[src/design/dprc_pkg.sv]
`timescale 1ns / 1ps
`default_nettype none

package dprc_pkg;

    localparam int LEVEL_W = 16;
    localparam int STEP_W  = 8;
    localparam int PULSE_W = 8;
    localparam int PHASE_W = 4;
    localparam int OUT_CH  = 4;

    localparam logic [1:0] CMD_TICK     = 2'd0;
    localparam logic [1:0] CMD_SET_GOAL = 2'd1;
    localparam logic [1:0] CMD_SET_STEP = 2'd2;

    typedef struct packed {
        logic [1:0]  cmd;
        logic [3:0]  channel;
        logic [11:0] value;
    } in_beat_t;

    typedef struct packed {
        logic [7:0] pulse_ch0;
        logic [7:0] pulse_ch1;
        logic [7:0] pulse_ch2;
        logic [7:0] pulse_ch3;
        logic       enable_ch0;
        logic       enable_ch1;
        logic       enable_ch2;
        logic       enable_ch3;
        logic [3:0] phase_now;
    } out_beat_t;

    typedef struct packed {
        logic wr_goal;
        logic wr_step;
        logic ramp;
    } chan_ctl_t;

    localparam logic [15:0] DITHER_TABLE [16] = '{
        16'h0000, 16'h8000, 16'h8080, 16'h8880,
        16'h8888, 16'h9888, 16'h9898, 16'h9899,
        16'h9999, 16'hD999, 16'hD9D9, 16'hDDD9,
        16'hDDDD, 16'hFDDD, 16'hFDFD, 16'hFFFD
    };

    // top byte plus dither bit, saturated
    function automatic logic [PULSE_W-1:0] pulse_len(
        input logic [LEVEL_W-1:0] lvl,
        input logic [PHASE_W-1:0] ph
    );
        logic [15:0]        pat;
        logic [PULSE_W:0]   sum;
        pat = DITHER_TABLE[lvl[7:4]];
        sum = {1'b0, lvl[15:8]} + {{PULSE_W{1'b0}}, pat[ph]};
        if (sum[PULSE_W]) begin
            pulse_len = {PULSE_W{1'b1}};
        end else begin
            pulse_len = sum[PULSE_W-1:0];
        end
    endfunction

endpackage

`default_nettype wire

[src/design/dprc_chan.sv]
`timescale 1ns / 1ps
`default_nettype none

module dprc_chan (
    input  wire logic                    aclk,
    input  wire logic                    aresetn,
    input  wire dprc_pkg::chan_ctl_t     ctl,
    input  wire logic [11:0]             value,
    output logic [dprc_pkg::LEVEL_W-1:0] level_next
);
    import dprc_pkg::*;

    logic [LEVEL_W-1:0] level_reg;
    logic [LEVEL_W-1:0] goal_reg;
    logic [STEP_W-1:0]  step_reg;
    logic [LEVEL_W-1:0] diff;
    logic [LEVEL_W-1:0] step_ext;
    logic [LEVEL_W-1:0] ramped;

    assign step_ext = {{(LEVEL_W-STEP_W){1'b0}}, step_reg};

    always_comb begin
        if (level_reg > goal_reg) begin
            diff   = level_reg - goal_reg;
            ramped = (diff < step_ext) ? goal_reg : level_reg - step_ext;
        end else begin
            diff   = goal_reg - level_reg;
            ramped = (diff < step_ext) ? goal_reg : level_reg + step_ext;
        end
        level_next = ctl.ramp ? ramped : level_reg;
    end

    always_ff @(posedge aclk) begin
        if (!aresetn) begin
            level_reg <= '0;
            goal_reg  <= '0;
            step_reg  <= '0;
        end else begin
            level_reg <= level_next;
            if (ctl.wr_goal) begin
                goal_reg <= {value, 4'b0000};
            end
            if (ctl.wr_step) begin
                step_reg <= value[STEP_W-1:0];
            end
        end
    end

endmodule

`default_nettype wire

[src/design/dithered_pwm_ramp_controller_unit.sv]
`timescale 1ns / 1ps
`default_nettype none
// Dithered PWM engine with per-channel slew-rate ramp.
// Input channel s_*: one command beat per cycle while s_ready is high.
// A tick advances the 4-bit dither phase; when the phase wraps to 0 every
// channel level steps toward its target. Set-target stores value<<4 as
// the target, set-step keeps value[7:0] as the ramp step. Set commands for
// channels >= NUM_CHANNELS and the unused code are dropped without a result.
// Result channel m_*: one beat per tick carrying four saturated pulse
// lengths, four enable flags and the phase used.
// Latency: a tick's result is valid the cycle after the tick is accepted.
// Throughput: one beat per cycle while m_ready is high; ramp, table lookup
// and add sit in a single stage between the command and the result register.
// Stall: a full result register holds while m_ready is low; s_ready drops
// only when that register is full and not being drained.
// Reset (aresetn low, synchronous): levels, targets, steps and phase clear
// to zero and the result register empties.
module dithered_pwm_ramp_controller_unit #(
    parameter int NUM_CHANNELS = 4
) (
    input  wire logic                aclk,
    input  wire logic                aresetn,
    input  wire logic                s_valid,
    output logic                     s_ready,
    input  wire dprc_pkg::in_beat_t  s_data,
    output logic                     m_valid,
    input  wire logic                m_ready,
    output dprc_pkg::out_beat_t      m_data
);
    import dprc_pkg::*;

    logic                s_acc;
    logic                is_tick;
    logic [PHASE_W-1:0]  phase_reg;
    logic [PHASE_W-1:0]  phase_next;
    logic                m_valid_reg;
    out_beat_t           m_data_reg;
    out_beat_t           m_data_next;
    logic [LEVEL_W-1:0]  level_next [NUM_CHANNELS];
    logic [LEVEL_W-1:0]  level_out  [OUT_CH];
    logic [PULSE_W-1:0]  pulse      [OUT_CH];
    logic [OUT_CH-1:0]   enable;

    assign s_ready    = !m_valid_reg || m_ready;
    assign s_acc      = s_valid && s_ready;
    assign is_tick    = s_acc && (s_data.cmd == CMD_TICK);
    assign phase_next = phase_reg + PHASE_W'(1);

    for (genvar i = 0; i < NUM_CHANNELS; i++) begin : g_chan
        chan_ctl_t ctl;
        assign ctl.wr_goal = s_acc && (s_data.cmd == CMD_SET_GOAL)
                             && (s_data.channel == 4'(i));
        assign ctl.wr_step = s_acc && (s_data.cmd == CMD_SET_STEP)
                             && (s_data.channel == 4'(i));
        assign ctl.ramp    = is_tick && (phase_next == '0);

        dprc_chan u_chan (
            .aclk       (aclk),
            .aresetn    (aresetn),
            .ctl        (ctl),
            .value      (s_data.value),
            .level_next (level_next[i])
        );
    end

    for (genvar j = 0; j < OUT_CH; j++) begin : g_out
        if (j < NUM_CHANNELS) begin : g_hw
            assign level_out[j] = level_next[j];
        end else begin : g_none
            assign level_out[j] = '0;
        end
        assign pulse[j]  = pulse_len(level_out[j], phase_next);
        assign enable[j] = (level_out[j] != '0);
    end

    always_comb begin
        m_data_next.pulse_ch0  = pulse[0];
        m_data_next.pulse_ch1  = pulse[1];
        m_data_next.pulse_ch2  = pulse[2];
        m_data_next.pulse_ch3  = pulse[3];
        m_data_next.enable_ch0 = enable[0];
        m_data_next.enable_ch1 = enable[1];
        m_data_next.enable_ch2 = enable[2];
        m_data_next.enable_ch3 = enable[3];
        m_data_next.phase_now  = phase_next;
    end

    always_ff @(posedge aclk) begin
        if (!aresetn) begin
            phase_reg   <= '0;
            m_valid_reg <= 1'b0;
        end else begin
            if (is_tick) begin
                phase_reg   <= phase_next;
                m_valid_reg <= 1'b1;
            end else if (m_ready) begin
                m_valid_reg <= 1'b0;
            end
        end
    end

    always_ff @(posedge aclk) begin
        if (is_tick) begin
            m_data_reg <= m_data_next;
        end
    end

    assign m_valid = m_valid_reg;
    assign m_data  = m_data_reg;

`ifndef SYNTH
    a_tick_gives_beat: assert property (@(posedge aclk) disable iff (!aresetn)
        is_tick |=> m_valid)
        else $error("tick accepted without result beat");

    a_cmd_keeps_result: assert property (@(posedge aclk) disable iff (!aresetn)
        (s_acc && s_data.cmd != CMD_TICK) |=> (!m_valid || $stable(m_data)))
        else $error("non-tick command disturbed result");

    a_phase_match: assert property (@(posedge aclk) disable iff (!aresetn)
        m_valid |-> (m_data.phase_now == phase_reg))
        else $error("result phase differs from phase counter");

    a_pulse_needs_enable: assert property (@(posedge aclk) disable iff (!aresetn)
        (m_valid && m_data.pulse_ch0 != 8'd0) |-> m_data.enable_ch0)
        else $error("pulse on channel 0 with enable low");
`endif

endmodule

`default_nettype wire

[config.mk]
export PLATFORM = sky130hd
export DESIGN_NAME = dithered_pwm_ramp_controller_unit
export DESIGN_NICKNAME = d
export VERILOG_FILES = /design/src/design/dprc_pkg.sv /design/src/design/dprc_chan.sv /design/src/design/dithered_pwm_ramp_controller_unit.sv
export SDC_FILE = /design/constraint.sdc
export NUM_CORES = 1
export LEC_CHECK = 0
export ABC_AREA = 1
export BUFFER_PORTS_ARGS = -buffer_cell sky130_fd_sc_hd__buf_2
export CAP_MARGIN = 20
export CELL_PAD_IN_SITES_DETAIL_PLACEMENT = 2
export CELL_PAD_IN_SITES_GLOBAL_PLACEMENT = 2
export CORE_AREA = 2 2 292 294
export CTS_CLUSTER_SIZE = 12
export DETAILED_ROUTE_END_ITERATION = 7
export DIE_AREA = 0 0 294 296
export GPL_ROUTABILITY_DRIVEN = 0
export PLACE_DENSITY_LB_ADDON = 0.25
export SLEW_MARGIN = 20
export SYNTH_ARGS = -nofsm -noshare
export SYNTH_HDL_FRONTEND = slang
export SYNTH_SLANG_ARGS = --single-unit
export TNS_END_PERCENT = 100
[constraint.sdc]
create_clock -name aclk -period 7.3 [get_ports aclk]
set_input_delay 0.73 -clock aclk [delete_from_list [all_inputs] [get_ports aclk]]
set_output_delay 0.73 -clock aclk [all_outputs]
set_load 0.01 [all_outputs]
==> flow_metrics.py <==
metrics = {
    "setup_path": {
        "end_kind": "flop",
        "crit_top_cell": "nand2_1",
        "cp_max_fo": 14,
        "max_stage_delay_ns": 0.66,
        "slowest_stage": "nand2_1",
        "arrival_ns": 5.62,
        "crit_required_ns": 7.58,
        "crit_path_start_kind": "flop",
        "path_class": "reg2reg",
    },
    "floorplan": {
        "io_pins": 64,
        "initial_core_util_pct": 24.7,
        "fp-row-count": 107,
        "core_mm2": 0.0842,
        "die-height_um": 296,
        "die_area_mm2": 0.0870,
        "die-width_um": 294,
    },
    "sta": {
        "skew_ns": 0.0188,
        "rsz0062_at_grt": "no",
        "worstMarginPinSlew_ns": 0.819,
        "period_share_pct": 73.2,
        "finalCriticalPeriod_ns": 5.34,
        "drv_slew": 0,
        "final_hold_viol_count": 0,
        "finalSetupTns_ns": 0,
        "setup_violations": 0,
        "clock.fmax_mhz": 187,
        "relSlewSlack_pct": 45.4,
    },
    "cts": {
        "cts_setup_buffers": 0,
        "cts_tree": "done",
        "cts_sinks": 189,
        "hold_buffers": 0,
        "clkLatencyLatePin_ns": 0.52,
        "cts.reportedPaths.clkPinSlew_ns": 0.09,
        "clk_path_buf_depth": 2,
        "numCtsBuffers": 17,
        "clockRootBuffer": "clkbuf_16",
        "cts_resized": 0,
        "cts_htree_levels": 4,
    },
    "finish": {
        "syn2layout_area_growth_pct": 9.20,
        "fin_util_pct": 27.0,
        "layout.nets": 3628,
        "largest_reg_flops": 64,
        "layout-drive-gt1-share_pct": 7.13,
    },
    "route": {
        "wl_um": 89700,
        "drt-pass1-iter-count": 5,
        "wl_per_cell_um": 20.0,
        "drtIter0Drc": 1004,
        "ant_nets": 0,
        "via_count": 21900,
        "vias_per_cell": 4.88,
        "drc_errors": 0,
    },
    "logic_synthesis": {
        "mappedNetlistArea_mm2": 0.0208,
        "avgSynthCellArea_um2": 6.15,
        "synth_area_leader_cell": "nand2_1",
        "synthFlopType": "dfxtp_1",
        "synth_cell_types": 58,
        "async_flop_share_pct": 0,
        "synth_top_area_share_pct": 15.3,
        "synth_edf_count": 40,
        "synth_compound_area_share_pct": 14.7,
        "synthTopCellsByArea": "nand2_1 15%, dfxtp_1 14%, ha_1 13%, inv_1 8.8%, nand3_1 7.1%",
        "muxShareOfSynthArea_pct": 0,
        "ys_warn_count": 0,
        "yosys.area_share.simple_pct": 35.4,
        "yosys.area_share.xor_xnor_pct": 4.21,
        "synthCells": 3386,
        "ys_seq_elements": 189,
        "synth.net_count": 3634,
        "synthAdderAreaFrac_pct": 14.0,
        "yosysSeqAreaShare_pct": 20.1,
        "synth_top_family_by_area": "simple AND/OR/NAND/NOR gates",
    },
    "power": {
        "swShare_pct": 36.7,
        "pwr-share-seq_pct": 40.5,
        "leakage_uw": 0.0114,
        "powerDensity_mw_per_mm2": 118,
        "power.switching_uw": 981,
        "comb_power_share_pct": 19.7,
        "ir_drop_v": 0.000200,
        "pwr-share-clk_pct": 39.8,
        "internal_power_uw": 1690,
    },
    "flow_run": {
        "maxCapViolCount": 0,
    },
    "global_routing": {
        "grt_pass1_wl_um": 140000,
        "grt_max_degree": 56,
        "grt_busiest_layer": "met2",
        "use_met3_pct": 2.46,
        "grtUsageMet2_pct": 34.0,
        "grt_pass1_vias": 23300,
        "gr-usage-met1_pct": 29.2,
        "track_usage_pct": 20.9,
        "antenna_found_initial": 3,
        "grt.overflow.total": 0,
    },
    "place": {
        "io_buffers": 63,
        "hpwl_um": 71600,
    },
    "min_path": {
        "worstHoldPathType": "reg2reg",
    },
    "outcome": {
        "outcome": "completed",
    },
}
## stage by stage
| stage | hold WS [ns] | std cells | area, µm² | power, µW | setup slack, ns |
|---|---|---|---|---|---|
| floorplan | 0.460 | 3386 | 20800 | 1460 | 3.40 |
| global placement | 0.492 | 4451 | 22100 | 1630 | 2.23 |
| detailed placement | 0.514 | 4451 | 22100 | 1640 | 1.96 |
| CTS | 0.527 | 4483 | 22700 | 2720 | 1.94 |
| global route | 0.548 | 4483 | 22700 | 2810 | 1.35 |
| finish | 0.522 | 4487 | 22700 | 2670 | 1.96 |
## Yosys cell counts, types with 4 or more instances
library cell / instances
nand2_2: 34
a21o_1: 7
nor2_1: 352
xor2_1: 92
nand2_4: 4
a21oi_1: 237
nand2_1: 851
fa_1: 12
dfxtp_1: 149
o211ai_1: 15
inv_1: 488
inv_2: 26
ha_1: 214
o21bai_1: 15
buf_4: 8
nand3b_1: 7
o21a_1: 4
nor2_2: 25
o21ai_1: 33
a22oi_1: 5
o21ai_0: 199
nor3_1: 32
nand3_2: 5
nand3_1: 295
o211ai_2: 4
o21ai_2: 12
buf_6: 7
o22ai_1: 5
edfxtp_1: 40
clkbuf_1: 51
nand4_1: 62
nor2_4: 13
buf_2: 27
and2_1: 8
xnor2_1: 8
## path summary, 6_finish.rpt
path / startpoint / to / slack (ns) / cells past startpoint
hold / removal: g_chan[3].u_chan.goal_reg[9] / g_chan[3].u_chan.goal_reg[9] / 0.52 / 2
hold reg to reg: g_chan[3].u_chan.goal_reg[9] / g_chan[3].u_chan.goal_reg[9] / 0.52 / 2
setup / recovery: g_chan[0].u_chan.goal_reg[6] / m_data[34] / 1.96 / 29
setup reg to reg: g_chan[0].u_chan.goal_reg[6] / m_data[34] / 1.96 / 29
## critical path: cells and delay by family, from the launching register on
kind,cells,cell delay (ns)
buf+inv,3,0.29
simple gates,20,2.95
xor+xnor,1,0.18
fa+ha+maj,3,0.99
flops,1,0.37
compound gates,2,0.31
## metal layers
metal / wire, µm / vias up
met2: 40500 / 161
met1: 45700 / 10800
li1: - / 10900
met3: 1590 / 61
met5: 0 / -
met4: 1900 / 0
## cells in the final DEF, fill, tap and decap left out, types with 4 or more instances in the layout
master	instances
o211ai_1	15
inv_2	27
nand3b_1	7
nor2_1	352
a21o_1	7
nand2_1	851
o22ai_1	5
fa_1	12
nand2_2	34
a21oi_1	237
nand2_4	4
buf_4	9
dfxtp_1	149
nor2_4	14
o21ai_0	199
o21bai_1	15
diode_2	4
o21a_1	4
nand3_2	5
buf_2	63
nor3_1	31
clkinv_8	6
ha_1	214
inv_8	4
o21ai_1	33
o21ai_2	12
nand4_1	62
xnor2_1	8
o211ai_2	4
and2_1	8
a22oi_1	5
nand3_1	295
edfxtp_1	40
inv_1	487
clkbuf_16	17
xor2_1	92
nor2_2	24
## cells by family after synthesis
logic type,after synthesis
fa+ha+maj,226
flops,189
compound gates,556
buf+inv,614
xor+xnor,100
simple gates,1701
## power by group through the flow
stage          Sequential, µW  Clock, µW  Combinational (µW)
6_report                 1080       1060                 527
4_1_cts                  1080       1100                 534
2_1_floorplan            1110          0                 350
5_1_grt                  1080       1130                 591
3_3_place_gp             1110          0                 525
3_5_place_dp             1110          0                 531
## cell type report
cell class / count / area (µm²)
clock inverters: 15 / 205
fillers: 10500 / 61500
well taps: 1090 / 1360
repair buffers: 72 / 383
diodes: 4 / 10.0
flip-flops and latches: 189 / 4180
multi-input cells: 2583 / 14200
clock buffers: 17 / 425
inverters: 517 / 1940
No activity file was read; power rests on OpenSTA's default activity.
